File: config.mk
export PLATFORM = sky130hd
export DESIGN_NAME = hsl_to_rgb_converter
export DESIGN_NICKNAME = d
export VERILOG_FILES = /design/src/hslc_pkg.sv /design/src/hsl_to_rgb_converter.sv /design/src/hslc_chan.sv
export SDC_FILE = /design/constraint.sdc
export NUM_CORES = 2
export LEC_CHECK = 0
export BUFFER_PORTS_ARGS = -buffer_cell sky130_fd_sc_hd__buf_2
export CORE_ASPECT_RATIO = 1.1
export CORE_UTILIZATION = 30
export CTS_CLUSTER_DIAMETER = 200
export CTS_CLUSTER_SIZE = 16
export DETAILED_ROUTE_END_ITERATION = 10
export HOLD_SLACK_MARGIN = 0.03
export PLACE_DENSITY = 0.47
export REMOVE_ABC_BUFFERS = 1
export SLEW_MARGIN = 40
export SYNTH_ARGS = -nofsm -noshare
export SYNTH_HDL_FRONTEND = slang
export SYNTH_SLANG_ARGS = --single-unit
File: constraint.sdc
create_clock -name clk -period 18.96 [get_ports clk]
set_clock_uncertainty 0.2 [all_clocks]
set_input_delay 4.74 -clock clk [delete_from_list [all_inputs] [get_ports clk]]
set_output_delay 4.74 -clock clk [all_outputs]
set_load 0.005 [all_outputs]
File: src/hslc_pkg.sv
package hslc_pkg;

	// default number of fraction bits in the internal fixed-point format
	localparam int unsigned FRAC_BITS_DEF = 16;

	// input scale: 16 fraction bits, 1.0 is 2^16
	localparam int unsigned IN_FRAC = 16;
	localparam logic [16:0] IN_ONE = 17'h10000;

	// segment of the piecewise-linear hue ramp
	typedef enum logic [1:0] {
		SEG_RISE,
		SEG_HIGH,
		SEG_FALL,
		SEG_LOW
	} seg_t;

	// per-stage load enables shared by the channel lanes
	typedef struct packed {
		logic en_s2;
		logic en_s3;
		logic en_s4;
		logic en_s5;
	} pipe_en_t;

endpackage

File: src/hsl_to_rgb_converter.sv
// HSL to 8-bit RGB color converter.
// Input channel: hue (16-bit fraction of a turn), saturation and lightness
// (17 bits, 65536 is 1.0, larger values are clamped to 1.0), qualified by
// in_valid; a transfer happens on a clock edge with in_valid high and
// in_stall low.
// Output channel: red, green, blue qualified by out_valid; the receiver
// holds out_stall high to keep the result in place.
// Five register stages: conversion and hue offsets, q from the l*s product,
// p and slope, ramp product per channel, byte scaling. A result is offered
// on out_valid once it is held in the byte scaling stage.
// Throughput is one color per clock while out_stall is low; each stage holds at most one item and
// a stage loads whenever it is empty or the stage after it moves on.
// While out_stall is high the pipeline fills its bubbles, then in_stall
// rises; no item is lost or repeated.
// Reset (arst_n low) empties all stages; no other state is kept.
module hsl_to_rgb_converter #(
	parameter int unsigned FRAC_BITS = hslc_pkg::FRAC_BITS_DEF
) (
	input  logic        clk,
	input  logic        arst_n,
	input  logic        in_valid,
	output logic        in_stall,
	input  logic [15:0] hue,
	input  logic [16:0] saturation,
	input  logic [16:0] lightness,
	output logic        out_valid,
	input  logic        out_stall,
	output logic [7:0]  red,
	output logic [7:0]  green,
	output logic [7:0]  blue
);
	import hslc_pkg::*;

	localparam logic [FRAC_BITS-1:0] THIRD = FRAC_BITS'((64'd1 << FRAC_BITS) / 3);

	logic                   v_s1, v_s2, v_s3, v_s4, v_s5;
	logic                   rdy1, rdy2, rdy3, rdy4, rdy5;
	pipe_en_t               en;
	logic [16:0]            sat_c, lit_c;
	logic [FRAC_BITS+15:0]  hue_ext;
	logic [FRAC_BITS+16:0]  sat_ext, lit_ext;
	logic [FRAC_BITS-1:0]   h_fx;
	logic [FRAC_BITS-1:0]   tr_s1, tg_s1, tb_s1;
	logic [FRAC_BITS:0]     s_s1, l_s1;
	logic [2*FRAC_BITS+1:0] ls_prod;
	logic [FRAC_BITS:0]     ls;
	logic [FRAC_BITS+1:0]   q_sum;
	logic [FRAC_BITS:0]     q_s2, l_s2;
	logic [FRAC_BITS+1:0]   p_diff;
	logic [FRAC_BITS:0]     ql_diff;
	logic [FRAC_BITS:0]     p_s3, q_s3, d_s3;

	// stage handshake: a stage loads when empty or when its successor loads
	always_comb begin
		rdy5     = !v_s5 || !out_stall;
		rdy4     = !v_s4 || rdy5;
		rdy3     = !v_s3 || rdy4;
		rdy2     = !v_s2 || rdy3;
		rdy1     = !v_s1 || rdy2;
		in_stall = !rdy1;
		en.en_s2 = rdy2;
		en.en_s3 = rdy3;
		en.en_s4 = rdy4;
		en.en_s5 = rdy5;
	end

	always_ff @(posedge clk or negedge arst_n) begin
		if (!arst_n) begin
			v_s1 <= 1'b0;
			v_s2 <= 1'b0;
			v_s3 <= 1'b0;
			v_s4 <= 1'b0;
			v_s5 <= 1'b0;
		end else begin
			if (rdy1) v_s1 <= in_valid;
			if (rdy2) v_s2 <= v_s1;
			if (rdy3) v_s3 <= v_s2;
			if (rdy4) v_s4 <= v_s3;
			if (rdy5) v_s5 <= v_s4;
		end
	end

	// clamp and convert inputs to the internal format
	always_comb begin
		sat_c   = saturation[16] ? IN_ONE : saturation;
		lit_c   = lightness[16] ? IN_ONE : lightness;
		hue_ext = {hue, {FRAC_BITS{1'b0}}};
		sat_ext = {sat_c, {FRAC_BITS{1'b0}}};
		lit_ext = {lit_c, {FRAC_BITS{1'b0}}};
		h_fx    = hue_ext[IN_FRAC +: FRAC_BITS];
	end

	always_ff @(posedge clk) begin
		if (rdy1) begin
			tr_s1 <= h_fx + THIRD;
			tg_s1 <= h_fx;
			tb_s1 <= h_fx - THIRD;
			s_s1  <= sat_ext[IN_FRAC +: FRAC_BITS+1];
			l_s1  <= lit_ext[IN_FRAC +: FRAC_BITS+1];
		end
	end

	// q from lightness and saturation
	always_comb begin
		ls_prod = {{(FRAC_BITS+1){1'b0}}, l_s1} * {{(FRAC_BITS+1){1'b0}}, s_s1};
		ls      = ls_prod[FRAC_BITS +: FRAC_BITS+1];
		if (!l_s1[FRAC_BITS] && !l_s1[FRAC_BITS-1]) begin
			q_sum = {1'b0, l_s1} + {1'b0, ls};
		end else begin
			q_sum = {1'b0, l_s1} + {1'b0, s_s1} - {1'b0, ls};
		end
	end

	always_ff @(posedge clk) begin
		if (rdy2) begin
			q_s2 <= q_sum[FRAC_BITS:0];
			l_s2 <= l_s1;
		end
	end

	// p = 2l - q, slope d = q - p = 2(q - l)
	always_comb begin
		p_diff  = {l_s2, 1'b0} - {1'b0, q_s2};
		ql_diff = q_s2 - l_s2;
	end

	always_ff @(posedge clk) begin
		if (rdy3) begin
			p_s3 <= p_diff[FRAC_BITS:0];
			q_s3 <= q_s2;
			d_s3 <= {ql_diff[FRAC_BITS-1:0], 1'b0};
		end
	end

	// one lane per channel, hue offset by +1/3, 0, -1/3
	hslc_chan #(.FRAC_BITS(FRAC_BITS)) u_red (
		.clk     (clk),
		.en      (en),
		.t_s1    (tr_s1),
		.p_s3    (p_s3),
		.q_s3    (q_s3),
		.d_s3    (d_s3),
		.byte_s5 (red)
	);

	hslc_chan #(.FRAC_BITS(FRAC_BITS)) u_green (
		.clk     (clk),
		.en      (en),
		.t_s1    (tg_s1),
		.p_s3    (p_s3),
		.q_s3    (q_s3),
		.d_s3    (d_s3),
		.byte_s5 (green)
	);

	hslc_chan #(.FRAC_BITS(FRAC_BITS)) u_blue (
		.clk     (clk),
		.en      (en),
		.t_s1    (tb_s1),
		.p_s3    (p_s3),
		.q_s3    (q_s3),
		.d_s3    (d_s3),
		.byte_s5 (blue)
	);

	assign out_valid = v_s5;

	// an empty first stage always takes a transfer
	a_empty_takes: assert property (@(posedge clk) disable iff (!arst_n)
		!v_s1 |-> !in_stall)
		else $error("input stalled with an empty first stage");

	// an input transfer lands in the first stage
	a_accept_lands: assert property (@(posedge clk) disable iff (!arst_n)
		(in_valid && !in_stall) |=> v_s1)
		else $error("accepted item missing from first stage");

	// a full pipeline under output stall pushes back on the input
	a_full_stalls: assert property (@(posedge clk) disable iff (!arst_n)
		(v_s1 && v_s2 && v_s3 && v_s4 && v_s5 && out_stall) |-> in_stall)
		else $error("full pipeline accepted an item under stall");

	// a blocked middle stage keeps its item and data
	a_mid_hold: assert property (@(posedge clk) disable iff (!arst_n)
		(v_s3 && !rdy3) |=> (v_s3 && $stable(q_s3) && $stable(p_s3)))
		else $error("blocked stage lost its contents");

endmodule

File: src/hslc_chan.sv
module hslc_chan #(
	parameter int unsigned FRAC_BITS = hslc_pkg::FRAC_BITS_DEF
) (
	input  logic                 clk,
	input  hslc_pkg::pipe_en_t   en,
	input  logic [FRAC_BITS-1:0] t_s1,
	input  logic [FRAC_BITS:0]   p_s3,
	input  logic [FRAC_BITS:0]   q_s3,
	input  logic [FRAC_BITS:0]   d_s3,
	output logic [7:0]           byte_s5
);
	import hslc_pkg::*;

	localparam int unsigned W6 = FRAC_BITS + 3;
	localparam logic [W6-1:0] ONE6 = W6'(1) << FRAC_BITS;
	localparam logic [W6-1:0] FOUR6 = W6'(4) << FRAC_BITS;
	localparam logic [FRAC_BITS+1:0] TWO3 = (FRAC_BITS+2)'(2) << FRAC_BITS;

	logic [W6-1:0]          six_t;
	logic [FRAC_BITS+1:0]   three_t;
	logic [W6-1:0]          fall_m;
	seg_t                   seg_d;
	logic [FRAC_BITS:0]     m_d;
	seg_t                   seg_s2, seg_s3;
	logic [FRAC_BITS:0]     m_s2, m_s3;
	logic [2*FRAC_BITS+1:0] prod;
	logic [FRAC_BITS:0]     slope;
	logic [FRAC_BITS:0]     v_d;
	logic [FRAC_BITS:0]     v_s4;
	logic [FRAC_BITS+8:0]   scaled;
	logic [8:0]             byte_w;

	// segment select and ramp multiplier operand
	always_comb begin
		six_t   = {1'b0, t_s1, 2'b00} + {2'b00, t_s1, 1'b0};
		three_t = {1'b0, t_s1, 1'b0} + {2'b00, t_s1};
		fall_m  = FOUR6 - six_t;
		seg_d   = SEG_LOW;
		m_d     = '0;
		if (six_t < ONE6) begin
			seg_d = SEG_RISE;
			m_d   = six_t[FRAC_BITS:0];
		end else if (!t_s1[FRAC_BITS-1]) begin
			seg_d = SEG_HIGH;
		end else if (three_t < TWO3) begin
			seg_d = SEG_FALL;
			m_d   = fall_m[FRAC_BITS:0];
		end
	end

	always_ff @(posedge clk) begin
		if (en.en_s2) begin
			seg_s2 <= seg_d;
			m_s2   <= m_d;
		end
		if (en.en_s3) begin
			seg_s3 <= seg_s2;
			m_s3   <= m_s2;
		end
	end

	// ramp value from p, q and the slope product
	always_comb begin
		prod  = {{(FRAC_BITS+1){1'b0}}, d_s3} * {{(FRAC_BITS+1){1'b0}}, m_s3};
		slope = prod[FRAC_BITS +: FRAC_BITS+1];
		unique case (seg_s3)
			SEG_RISE: v_d = p_s3 + slope;
			SEG_HIGH: v_d = q_s3;
			SEG_FALL: v_d = p_s3 + slope;
			SEG_LOW:  v_d = p_s3;
			default:  v_d = p_s3;
		endcase
	end

	always_ff @(posedge clk) begin
		if (en.en_s4) begin
			v_s4 <= v_d;
		end
	end

	// scale to a byte: floor(v * 255), clamped
	always_comb begin
		scaled = {v_s4, 8'h00} - {8'h00, v_s4};
		byte_w = scaled[FRAC_BITS +: 9];
	end

	always_ff @(posedge clk) begin
		if (en.en_s5) begin
			byte_s5 <= byte_w[8] ? 8'hFF : byte_w[7:0];
		end
	end

endmodule

==> flow_metrics.tcl <==
set metrics [dict create \
    outcome "completed" \
    highest_layer "met5" \
    r2r-start "d_s3[6]" \
    synth_warnings 0 \
    slowest_delay_ps 370 \
    start_util_pct 30.28 \
    crit_slowest_cell "and3_1" \
    cp_common_cell "buf_2" \
    wl_met1_um 64670 \
    synth_top_flop_cell "edfxtp_1" \
    cp.required_ps 14020 \
    slew_viol_final 0 \
    grt_antenna_before_repair 4 \
    regToRegSetupSlack_ps 8900 \
    nets 7250 \
    crit_chain "buf_2 -> and3_1 -> nand4_1 -> buf_4 -> inv_1 -> buf_2" \
    min_path_type "reg2reg" \
    synth_edf_count 346 \
    drive_above_1_share_pct 4.398 \
    drtIter0Drc 1725 \
    cts_buffers 25 \
    hp-start "u_blue.seg_s2[1]" \
    vias 38780 \
    ys_seq_area_share_pct 19.08 \
    endpoint "in_stall" \
    rows 164 \
    synth_top_cell_by_area "fa_1" \
    fmax_mhz 92.53 \
    crit_path_start "out_stall" \
    finalSetupViolations 0 \
    criticalPathCategory "in2out" \
    critPathMaxFanout 19 \
    grt_pass1_wl_um 231400 \
    path_clk_slew_ps 70 \
    rsz0062_at_grt "false" \
    endpoint_kind "output pin" \
    via_per_inst 4.725 \
    synth.top_cell.area_share_pct 29.86 \
    cts-hold-fix-buffers 0 \
    areaGrowthSynthToFinish_pct 7.377 \
    grt_pass1_vias 41360 \
    ys_async_sr_fraction_pct 1.425 \
    ctsLongestPathBuffers 3 \
    grt_max_degree 66 \
    tightest_slew_ps 884.7 \
    start_kind "input port" \
    dpl.hpwl_um 113100 \
    clock_latency_ps 630 \
    yosysUniqueCellTypes 94 \
    hold_viol 0 \
    cp.arrival_ps 5870 \
    dieArea_um2 185400 \
    setup_tns_ps 0 \
    fin_crit_sh_pct 57.00 \
    netlist_top_cells_area "fa_1 30%, edfxtp_1 19%, ha_1 13%" \
    reg2reg_to "u_green.v_s4[16]" \
    fin_util_pct 32.51 \
    min_period_ps 10810 \
    die_y_um 451.5 \
    ctsResizeCount 0 \
    cts_max_level 1 \
    met2_length_um 72900 \
    synthCells 5810 \
    clock-sinks 351 \
    syn_area_per_cell_um2 9.485 \
    clockRootBuffer "clkbuf_16" \
    slew_headroom_pct 40.60 \
    first_pass_iters 5 \
    max-cap-violations 0 \
    final_common_cell "inv_1" \
    reg2regPathDepth 33 \
    totalWireLength_um 145400 \
    syn-cell-area_um2 55110 \
    grt_usage_pct 15.85 \
    boundaryPins 80 \
    tritoncts "yes" \
    dr_wl_met3_um 4586 \
    layout_common_cells "1106 x inv_1, 822 x fa_1, 695 x nand2_1, 587 x ha_1, 477 x and2_1" \
    wire_per_inst_um 17.72 \
    ys_ff_latch 351 \
    cts_setup_buffers 0 \
    antenna_left 0 \
    gp_congestion 0.8148 \
    grt-ovfl-total 0 \
    core_um2 182000 \
    drc 0 \
    die_w_um 410.6 \
    io_buffers 79 \
]
cell usage after synthesis, types with 9 or more instances:
master	number
edfxtp_1	346
or3_1	39
ha_1	587
o31ai_1	23
clkbuf_1	204
or4_1	10
o21ai_0	102
nand2b_1	48
fa_1	822
or2_2	12
a211oi_1	26
o211ai_1	22
mux2i_1	38
xnor2_1	164
nand3_1	73
nand4_1	17
nand3b_1	12
a21oi_1	177
mux2_2	9
xor2_1	60
nor2b_1	59
nand2_1	697
a31oi_1	21
a311oi_1	10
and2_1	477
o21bai_1	19
and3_1	37
inv_1	1107
nor2_1	225
a21o_1	51
o22ai_1	19
nor3_1	81
a211o_1	11
o21a_1	55
final cells by class:
| cell class | instances | area, um^2 |
|---|---|---|
| Timing Repair Buffer | 163 | 1112 |
| Tap cell | 2407 | 3012 |
| Clock inverter | 1 | 20.02 |
| Fill cell | 18870 | 122800 |
| Multi-Input combinational cell | 4139 | 39680 |
| Clock buffer | 37 | 670.6 |
| Sequential cell | 351 | 10520 |
| Antenna cell | 2 | 5.005 |
| Inverter | 1107 | 4155 |
how the worst min path moves through the flow:
stage                             end  cells after the start
finish               u_blue.seg_s3[1]                      0
global route         u_blue.seg_s3[1]                      0
CTS                  u_blue.seg_s3[1]                      0
floorplan             u_blue.m_s3[10]                      0
detailed placement  u_green.seg_s3[0]                      0
global placement       u_blue.m_s3[3]                      0
cell families after synthesis:
family | share of synthesized area [%]
compound gates | 7.840
xor+xnor | 3.701
fa+ha+maj | 43.19
buf+inv | 9.012
flops | 19.08
mux | 0.8741
simple gates | 16.30
critical path, delay by kind of cell:
family                 cells  cell delay, ps
and+or+nand+nor            2             520
buffers and inverters      4             560
flip-flops by register name, indices dropped and copies added (netlist names), 17 cells and up:
register	flops
l_s1	17
p_s3	17
q_s2	17
s_s1	17
u_blue.v_s4	17
u_green.v_s4	17
u_red.v_s4	17
per-layer routing:
metal,track usage (%),up-vias
met4,3.661,6
met3,1.251,125
li1,-,18390
met1,20.49,19700
met5,0,-
met2,28.47,555
metrics by stage:
| stage | area (um^2) | worst slack (ps) | std cells | hold slack, ps |
|---|---|---|---|---|
| after global routing | 59170 | 8038 | 8205 | 212.4 |
| after CTS | 59100 | 8096 | 8200 | 205.1 |
| after detailed placement | 58410 | 8109 | 8162 | 206.3 |
| after global placement | 58220 | 8170 | 8148 | 202.4 |
| final | 59170 | 8153 | 8207 | 199.9 |
| after floorplan | 54300 | 6298 | 5597 | 200.3 |
Power is not shown: default switching activity piles up to over one toggle a cycle in this logic, so the estimate is an artifact.
